## src/hw/rtl/fbfl_pkg.sv

```systemverilog
`default_nettype none

package fbfl_pkg;

    localparam int CAPACITY = 256;
    localparam int CNT_W    = $clog2(CAPACITY + 1);
    localparam int IDX_W    = 8;
    localparam int CFG_W    = 9;
    localparam int FCNT_W   = 9;
    localparam int ADDR_W   = 4;
    localparam int DATA_W   = 32;

    localparam logic [CFG_W-1:0] INIT_BLOCKS_RST = CFG_W'(64);

    localparam logic [1:0] REG_INITIAL_BLOCKS = 2'd0;
    localparam logic [1:0] REG_AUTO_EXPAND    = 2'd1;
    localparam logic [1:0] REG_EXPAND_BLOCKS  = 2'd2;

    localparam logic REQ_ALLOC = 1'b0;
    localparam logic REQ_FREE  = 1'b1;

    localparam logic [1:0] ST_ALLOCATED  = 2'd0;
    localparam logic [1:0] ST_FREED      = 2'd1;
    localparam logic [1:0] ST_ALLOC_FAIL = 2'd2;
    localparam logic [1:0] ST_NULL_FREE  = 2'd3;

    typedef struct packed {
        logic             req_type;
        logic [IDX_W-1:0] block_index;
        logic             null_pointer;
    } fbfl_req_t;

    typedef struct packed {
        logic [1:0]        status;
        logic [IDX_W-1:0]  granted_index;
        logic [FCNT_W-1:0] free_count;
        logic [FCNT_W-1:0] total_blocks;
        logic              expanded;
    } fbfl_rsp_t;

    typedef struct packed {
        logic push;
        logic pop;
    } fbfl_shift_t;

endpackage

`default_nettype wire

```

## src/hw/rtl/fbfl_cell.sv

```systemverilog
`default_nettype none

module fbfl_cell (
    input  wire                            clk,
    input  fbfl_pkg::fbfl_shift_t          ctl,
    input  wire  [fbfl_pkg::IDX_W-1:0]     up_entry,
    input  wire  [fbfl_pkg::IDX_W-1:0]     down_entry,
    output logic [fbfl_pkg::IDX_W-1:0]     entry
);

    logic [fbfl_pkg::IDX_W-1:0] entry_reg;
    logic [fbfl_pkg::IDX_W-1:0] entry_next;

    always_comb
    begin
        entry_next = entry_reg;
        if (ctl.push)
        begin
            entry_next = up_entry;
        end
        else if (ctl.pop)
        begin
            entry_next = down_entry;
        end
    end

    always_ff @(posedge clk)
    begin
        entry_reg <= entry_next;
    end

    assign entry = entry_reg;

endmodule

`default_nettype wire

```

## src/hw/rtl/fbfl_stack.sv

```systemverilog
`default_nettype none

module fbfl_stack (
    input  wire                            clk,
    input  fbfl_pkg::fbfl_shift_t          ctl,
    input  wire  [fbfl_pkg::IDX_W-1:0]     push_entry,
    output logic [fbfl_pkg::IDX_W-1:0]     top_entry
);

    logic [fbfl_pkg::IDX_W-1:0] entries [fbfl_pkg::CAPACITY];

    for (genvar i = 0; i < fbfl_pkg::CAPACITY; i++)
    begin : g_cell
        logic [fbfl_pkg::IDX_W-1:0] up_entry;
        logic [fbfl_pkg::IDX_W-1:0] down_entry;

        if (i == 0)
        begin : g_head
            assign up_entry = push_entry;
        end
        else
        begin : g_body
            assign up_entry = entries[i-1];
        end

        if (i == fbfl_pkg::CAPACITY - 1)
        begin : g_tail
            assign down_entry = '0;
        end
        else
        begin : g_link
            assign down_entry = entries[i+1];
        end

        fbfl_cell u_cell (
            .clk        (clk),
            .ctl        (ctl),
            .up_entry   (up_entry),
            .down_entry (down_entry),
            .entry      (entries[i])
        );
    end

    assign top_entry = entries[0];

endmodule

`default_nettype wire

```

## src/hw/rtl/fixed_block_free_list_allocator.sv

```systemverilog
// A result strobes on done in the cycle after its item is accepted.
// Throughput: one item per cycle; the freed-block stack is a chain of cells
// that shifts by one entry per cycle on a push or a pop, and busy stays low.
// Reset: rst_n sets the counters, config and done to their reset values;
// stack cells and rsp are not reset. The receiver cannot stall results.
`default_nettype none

module fixed_block_free_list_allocator (
    input  wire                                clk,
    input  wire                                rst_n,
    input  wire                                start,
    output logic                               busy,
    input  fbfl_pkg::fbfl_req_t                req,
    output logic                               done,
    output fbfl_pkg::fbfl_rsp_t                rsp,
    input  wire                                psel,
    input  wire                                penable,
    input  wire                                pwrite,
    input  wire  [fbfl_pkg::ADDR_W-1:0]        paddr,
    input  wire  [fbfl_pkg::DATA_W-1:0]        pwdata,
    output logic [fbfl_pkg::DATA_W-1:0]        prdata,
    output logic                               pready
);

    localparam int CNT_W = fbfl_pkg::CNT_W;
    localparam int CFG_W = fbfl_pkg::CFG_W;

    logic [CFG_W-1:0] init_reg;
    logic             auto_reg;
    logic [CFG_W-1:0] exp_reg;

    logic [CNT_W-1:0] depth_reg, depth_next;
    logic [CNT_W-1:0] next_reg, next_next;
    logic [CNT_W-1:0] limit_reg, limit_next;

    logic                done_reg, done_next;
    fbfl_pkg::fbfl_rsp_t rsp_reg, rsp_next;

    fbfl_pkg::fbfl_shift_t      shift;
    logic [fbfl_pkg::IDX_W-1:0] top_entry;

    logic             accept;
    logic             cfg_wr;
    logic [1:0]       reg_sel;
    logic [CFG_W-1:0] amount;
    logic [CNT_W:0]   grown;
    logic [CNT_W-1:0] free_total;

    assign busy    = 1'b0;
    assign pready  = 1'b1;
    assign accept  = start && !busy;
    assign reg_sel = paddr[3:2];
    assign cfg_wr  = psel && penable && pwrite && pready;

    assign amount     = (exp_reg != '0) ? exp_reg : init_reg;
    assign grown      = (CNT_W+1)'(limit_reg) + (CNT_W+1)'(amount);

    always_comb
    begin
        unique case (reg_sel)
            fbfl_pkg::REG_INITIAL_BLOCKS: prdata = fbfl_pkg::DATA_W'(init_reg);
            fbfl_pkg::REG_AUTO_EXPAND:    prdata = fbfl_pkg::DATA_W'(auto_reg);
            fbfl_pkg::REG_EXPAND_BLOCKS:  prdata = fbfl_pkg::DATA_W'(exp_reg);
            default:                      prdata = '0;
        endcase
    end

    always_ff @(posedge clk or negedge rst_n)
    begin
        if (!rst_n)
        begin
            init_reg <= fbfl_pkg::INIT_BLOCKS_RST;
            auto_reg <= 1'b0;
            exp_reg  <= '0;
        end
        else if (cfg_wr)
        begin
            unique case (reg_sel)
                fbfl_pkg::REG_INITIAL_BLOCKS: init_reg <= pwdata[CFG_W-1:0];
                fbfl_pkg::REG_AUTO_EXPAND:    auto_reg <= pwdata[0];
                fbfl_pkg::REG_EXPAND_BLOCKS:  exp_reg  <= pwdata[CFG_W-1:0];
                default:                      ;
            endcase
        end
    end

    always_comb
    begin
        depth_next = depth_reg;
        next_next  = next_reg;
        limit_next = limit_reg;
        shift      = '0;
        done_next  = accept;
        rsp_next   = rsp_reg;
        free_total = '0;

        if (accept)
        begin
            rsp_next.granted_index = '0;
            rsp_next.expanded      = 1'b0;
            if (req.req_type == fbfl_pkg::REQ_FREE)
            begin
                if (req.null_pointer)
                begin
                    rsp_next.status = fbfl_pkg::ST_NULL_FREE;
                end
                else
                begin
                    rsp_next.status = fbfl_pkg::ST_FREED;
                    if (depth_reg < next_reg
                        && depth_reg < CNT_W'(fbfl_pkg::CAPACITY))
                    begin
                        shift.push = 1'b1;
                        depth_next = depth_reg + CNT_W'(1);
                    end
                end
            end
            else if (depth_reg != '0)
            begin
                shift.pop              = 1'b1;
                depth_next             = depth_reg - CNT_W'(1);
                rsp_next.granted_index = top_entry;
                rsp_next.status        = fbfl_pkg::ST_ALLOCATED;
            end
            else if (next_reg < limit_reg)
            begin
                rsp_next.granted_index = next_reg[fbfl_pkg::IDX_W-1:0];
                next_next              = next_reg + CNT_W'(1);
                rsp_next.status        = fbfl_pkg::ST_ALLOCATED;
            end
            else if (auto_reg && amount != '0
                     && grown <= (CNT_W+1)'(fbfl_pkg::CAPACITY))
            begin
                limit_next             = grown[CNT_W-1:0];
                rsp_next.expanded      = 1'b1;
                rsp_next.granted_index = next_reg[fbfl_pkg::IDX_W-1:0];
                next_next              = next_reg + CNT_W'(1);
                rsp_next.status        = fbfl_pkg::ST_ALLOCATED;
            end
            else
            begin
                rsp_next.status = fbfl_pkg::ST_ALLOC_FAIL;
            end
            free_total            = depth_next + (limit_next - next_next);
            rsp_next.free_count   = free_total[fbfl_pkg::FCNT_W-1:0];
            rsp_next.total_blocks = limit_next[fbfl_pkg::FCNT_W-1:0];
        end

        if (cfg_wr && reg_sel == fbfl_pkg::REG_INITIAL_BLOCKS)
        begin
            depth_next = '0;
            next_next  = '0;
            limit_next = (pwdata[CFG_W-1:0] > CFG_W'(fbfl_pkg::CAPACITY))
                       ? CNT_W'(fbfl_pkg::CAPACITY) : CNT_W'(pwdata[CFG_W-1:0]);
        end
    end

    always_ff @(posedge clk or negedge rst_n)
    begin
        if (!rst_n)
        begin
            depth_reg <= '0;
            next_reg  <= '0;
            limit_reg <= CNT_W'(fbfl_pkg::INIT_BLOCKS_RST);
            done_reg  <= 1'b0;
        end
        else
        begin
            depth_reg <= depth_next;
            next_reg  <= next_next;
            limit_reg <= limit_next;
            done_reg  <= done_next;
        end
    end

    always_ff @(posedge clk)
    begin
        rsp_reg <= rsp_next;
    end

    fbfl_stack u_stack (
        .clk        (clk),
        .ctl        (shift),
        .push_entry (req.block_index),
        .top_entry  (top_entry)
    );

    assign done = done_reg;
    assign rsp  = rsp_reg;

    a_done_follows: assert property (@(posedge clk) disable iff (!rst_n)
        accept |=> done)
        else $error("result strobe missing after accepted item");

    a_no_spurious: assert property (@(posedge clk) disable iff (!rst_n)
        !accept |=> !done)
        else $error("result strobe without accepted item");

    a_depth_bound: assert property (@(posedge clk) disable iff (!rst_n)
        depth_reg <= next_reg && next_reg <= limit_reg)
        else $error("freed stack deeper than blocks handed out");

    a_limit_bound: assert property (@(posedge clk) disable iff (!rst_n)
        limit_reg <= CNT_W'(fbfl_pkg::CAPACITY))
        else $error("provisioned region beyond capacity");

endmodule

`default_nettype wire
```

## config.mk

```make
export PLATFORM = sky130hd
export DESIGN_NAME = fixed_block_free_list_allocator
export DESIGN_NICKNAME = d
export VERILOG_FILES = /design/src/hw/rtl/fbfl_pkg.sv /design/src/hw/rtl/fbfl_cell.sv /design/src/hw/rtl/fbfl_stack.sv /design/src/hw/rtl/fixed_block_free_list_allocator.sv
export SDC_FILE = /design/constraint.sdc
export NUM_CORES = 2
export LEC_CHECK = 0
export BUFFER_PORTS_ARGS = -buffer_cell sky130_fd_sc_hd__buf_4
export CAP_MARGIN = 30
export CORE_UTILIZATION = 55
export DETAILED_ROUTE_END_ITERATION = 10
export PLACE_DENSITY = 0.76
export SETUP_SLACK_MARGIN = 0.15
export SYNTH_ARGS = -nofsm -noshare
export SYNTH_HDL_FRONTEND = slang
export SYNTH_SLANG_ARGS = --single-unit
```

## constraint.sdc

```tcl
create_clock -name clk -period 45.9 [get_ports clk]
set_input_delay 6.885 -clock clk [delete_from_list [all_inputs] [get_ports clk]]
set_output_delay 6.885 -clock clk [all_outputs]
set_load 0.005 [all_outputs]
```

==> results.md <==
* Synth top area share at 68.0%
* Syn-to-layout area delta at 9.70%
* CP dominant cell by count: buf_4
* Die H at 410 um
* Synth area leaders: edfxtp_1 (68%), nand2_1 (25%), clkbuf_1 (1.9%), dfrtp_1 (1.2%), ha_1 (0.52%)
* CP delay by family, top: buffers and inverters
* Mapped Area at 0.0917 mm^2
* Filler instances at 13000
* DR vias at 59100
* Outcome: finished, final reports clean
* Post-cts sizing count at 0
* Most frequent cell after synthesis: nand2_1
* Switching Fraction at 27.8%
* WL/cell at 13.4 um
* Worst Setup End Kind: output port
* Max reg flops at 2048
* Fin util at 60.9%
* Core footprint at 0.165 mm^2
* GP Congestion at 0.852
* Final Critical Period at 14520 ps
* Share of layout cells above drive strength 1 at 4.84%
* Fin Setup TNS at 0 ps
* Comb power frac at 16.9%
* Skew final at 67.9 ps
* Chip width at 410 um
* Post-CTS Setup Inserts at 0
* Critical path's slowest cell: o21ai_0
* Crit-path max FO at 14
* Worst Reg-to-Reg Cells at 25
* Most frequent cells after synthesis: nand2_1 (6154), edfxtp_1 (2077), clkbuf_1 (466)
* Gr usage total at 17.8%
* Pwr dens at 52.9 mW/mm^2
* Worst-case clock buffer depth at 3
* Initial Util at 55.5%
* Fin. Hold Viols at 0
* Gate count after technology mapping at 9188
* First-pass GRT wire length at 261000 um
* Max VDD drop at 0.0000390 V
* Dpl ws at 31400 ps
* Final count of negative-setup-slack endpoints at 0
* Seq/Total Area, Yosys at 69.3%
* RSZ-0062 raised after global routing: no
* Final period util at 31.6%
* GRT overflow at 0
* Ys async rst share at 2.21%
* Antenna violations before repair at 1
* Worst hold path depth at 2
* Layout Nets at 9158
* Skew-Pair Late Insertion Delay at 840 ps
* Htree depth at 4
* Distinct cell type count after synthesis at 63
* Die ar. at 0.168 mm^2
* Yosys top cell by area: edfxtp_1
* Yosys reg bits at 2124
* Seq pwr share at 52.6%
* Root Driver: clkbuf_16
* Residual DRC at 0
* Worst slew pin tran at 1360 ps
* Clock share of power at 30.5%
* Internal Pwr Total at 3.84 mW
* Synthesized area per cell at 9.98 um^2
* Hold Crit Class: flip-flop to flip-flop
* Sw power at 1.48 mW
* CTS tree: done
* Reg2reg setup slack at 38300 ps
* 1st-pass router iterations at 8
* Initial drt markers at 5901
* Maximum clock rate at 0.0689 GHz
* Number of synthesized flops with an enable pin at 2077
* Yosys warns at 0
* Overall routed net length at 153000 um
* Max-cap violations at 0
* IO Port Bufs at 65
* HPWL after detailed placement at 83600 um
* Worst Setup Slack, final at 31380 ps
* Tot Pwr at 5.32 mW
* Clock transition at path regs at 60 ps
* Clock sink count at 2124
* Worst Setup Start Kind: primary input
* I/O Pins at 116
* Slew Limit Fails at 0
* Crit path DAT at 7640 ps
* Largest net degree at the start of global routing at 294
* Row count at 149
* Most used DFF post-synth: edfxtp_1
* Vias in the first global route at 56400
* Final ANT Viol Nets at 0
* Crit Path Category: primary input to output port
* Worst-path cell chain: buf_4 > mux2i_1 > o21ai_0 > buf_4
* Worst rel slew slack at 9.53%
* Worst path max stage delay at 250 ps
* Hold buffer count at CTS at 0
* Req. time, crit path at 39010 ps
* Cell count along the critical path at 4
* Total CTS buffers at 208
* Leak pwr at 43.1 nW
* CP Buf/Inv Count at 2
* Vias per cell at 5.18
cells by family after synthesis:
family / count (synthesis) / synth area share (%)
multiplexers: 46 / 0.527
XOR/XNOR: 43 / 0.411
AND/OR/NAND/NOR: 6286 / 26.0
flip-flops: 2124 / 69.3
other: 2 / 0.00819
adder cells (fa/ha/maj): 47 / 0.715
buffers and inverters: 545 / 2.35
AO/OA/AOI/OAI: 95 / 0.691
power by group through the flow:
stage / Combinational [mW] / Clock [mW] / Sequential (mW)
2_1_floorplan: 0.693 / 0 / 3.05
4_1_cts: 0.898 / 1.67 / 2.80
6_report: 0.899 / 1.63 / 2.80
5_1_grt: 1.04 / 1.74 / 2.84
3_3_place_gp: 0.834 / 0 / 2.82
3_5_place_dp: 0.893 / 0 / 2.83
per-stage QoR:
stage	cells	instance area (um^2)	hold slack, ps
finish	11400	101000	513
global route	11400	101000	533
CTS	11400	100000	510
detailed placement	11000	93900	506
global placement	11000	93600	503
floorplan	9211	91800	491
tightest hold or removal path: stages, from the launching register on:
cell and delay, ps:
edfxtp_1 340, nand2_1 50, nand2_1 50
area by class of cell:
| type | instances | area (um^2) | area share (%) |
|---|---|---|---|
| Antenna cell | 1 | 2.50 | 0.00249 |
| Clock buffer | 259 | 5440 | 5.41 |
| Clock inverter | 120 | 1030 | 1.03 |
| Inverter | 47 | 176 | 0.175 |
| Multi-Input combinational cell | 6542 | 26100 | 25.9 |
| Sequential cell | 2124 | 63500 | 63.2 |
| Tap cell | 2189 | 2740 | 2.72 |
| Timing Repair Buffer | 136 | 1540 | 1.53 |
routing by layer:
layer	up-vias	routed length [um]	share of wire, %	GRT usage, %
met2	982	72400	47	28.6
met3	236	5570	3.6	2.75
met4	0	3290	2.1	5.33
met5	-	0	0	0
li1	29400	-	-	-
met1	28500	71700	47	25.2
cell usage in the layout (no fill, tap or decap), types with 5 or more instances in the layout:
| cell type | count |
|---|---|
| fa_1 | 9 |
| clkbuf_1 | 49 |
| o21ai_0 | 23 |
| clkinv_2 | 35 |
| inv_1 | 46 |
| clkinvlp_4 | 5 |
| nand4_1 | 6 |
| xor2_1 | 11 |
| nand2_1 | 6154 |
| buf_4 | 104 |
| conb_1 | 25 |
| inv_6 | 8 |
| nand3_1 | 16 |
| nor3_1 | 11 |
| xnor2_1 | 32 |
| and2_1 | 10 |
| edfxtp_1 | 2077 |
| o21ai_1 | 5 |
| a22o_1 | 6 |
| bufinv_16 | 12 |
| dfrtp_1 | 45 |
| clkbuf_16 | 210 |
| a21o_1 | 11 |
| a21oi_1 | 22 |
| nand3b_1 | 9 |
| mux2_2 | 18 |
| nor2_1 | 47 |
| buf_12 | 13 |
| buf_16 | 18 |
| mux2i_1 | 28 |
| o31ai_1 | 6 |
| ha_1 | 38 |
| clkinv_1 | 52 |
path summary, 6_finish.rpt:
check / from / end
min in group asynchronous: rst_n / exp_reg[5]
hold / removal: u_stack.g_cell[179].u_cell.entry[1] / u_stack.g_cell[180].u_cell.entry[1]
max in group asynchronous: rst_n / depth_reg[2]
setup reg to reg: exp_reg[5] / rsp[18]
setup / recovery: paddr[3] / prdata[0]
hold reg to reg: u_stack.g_cell[179].u_cell.entry[1] / u_stack.g_cell[180].u_cell.entry[1]
No activity file was read; power rests on OpenSTA's default activity.
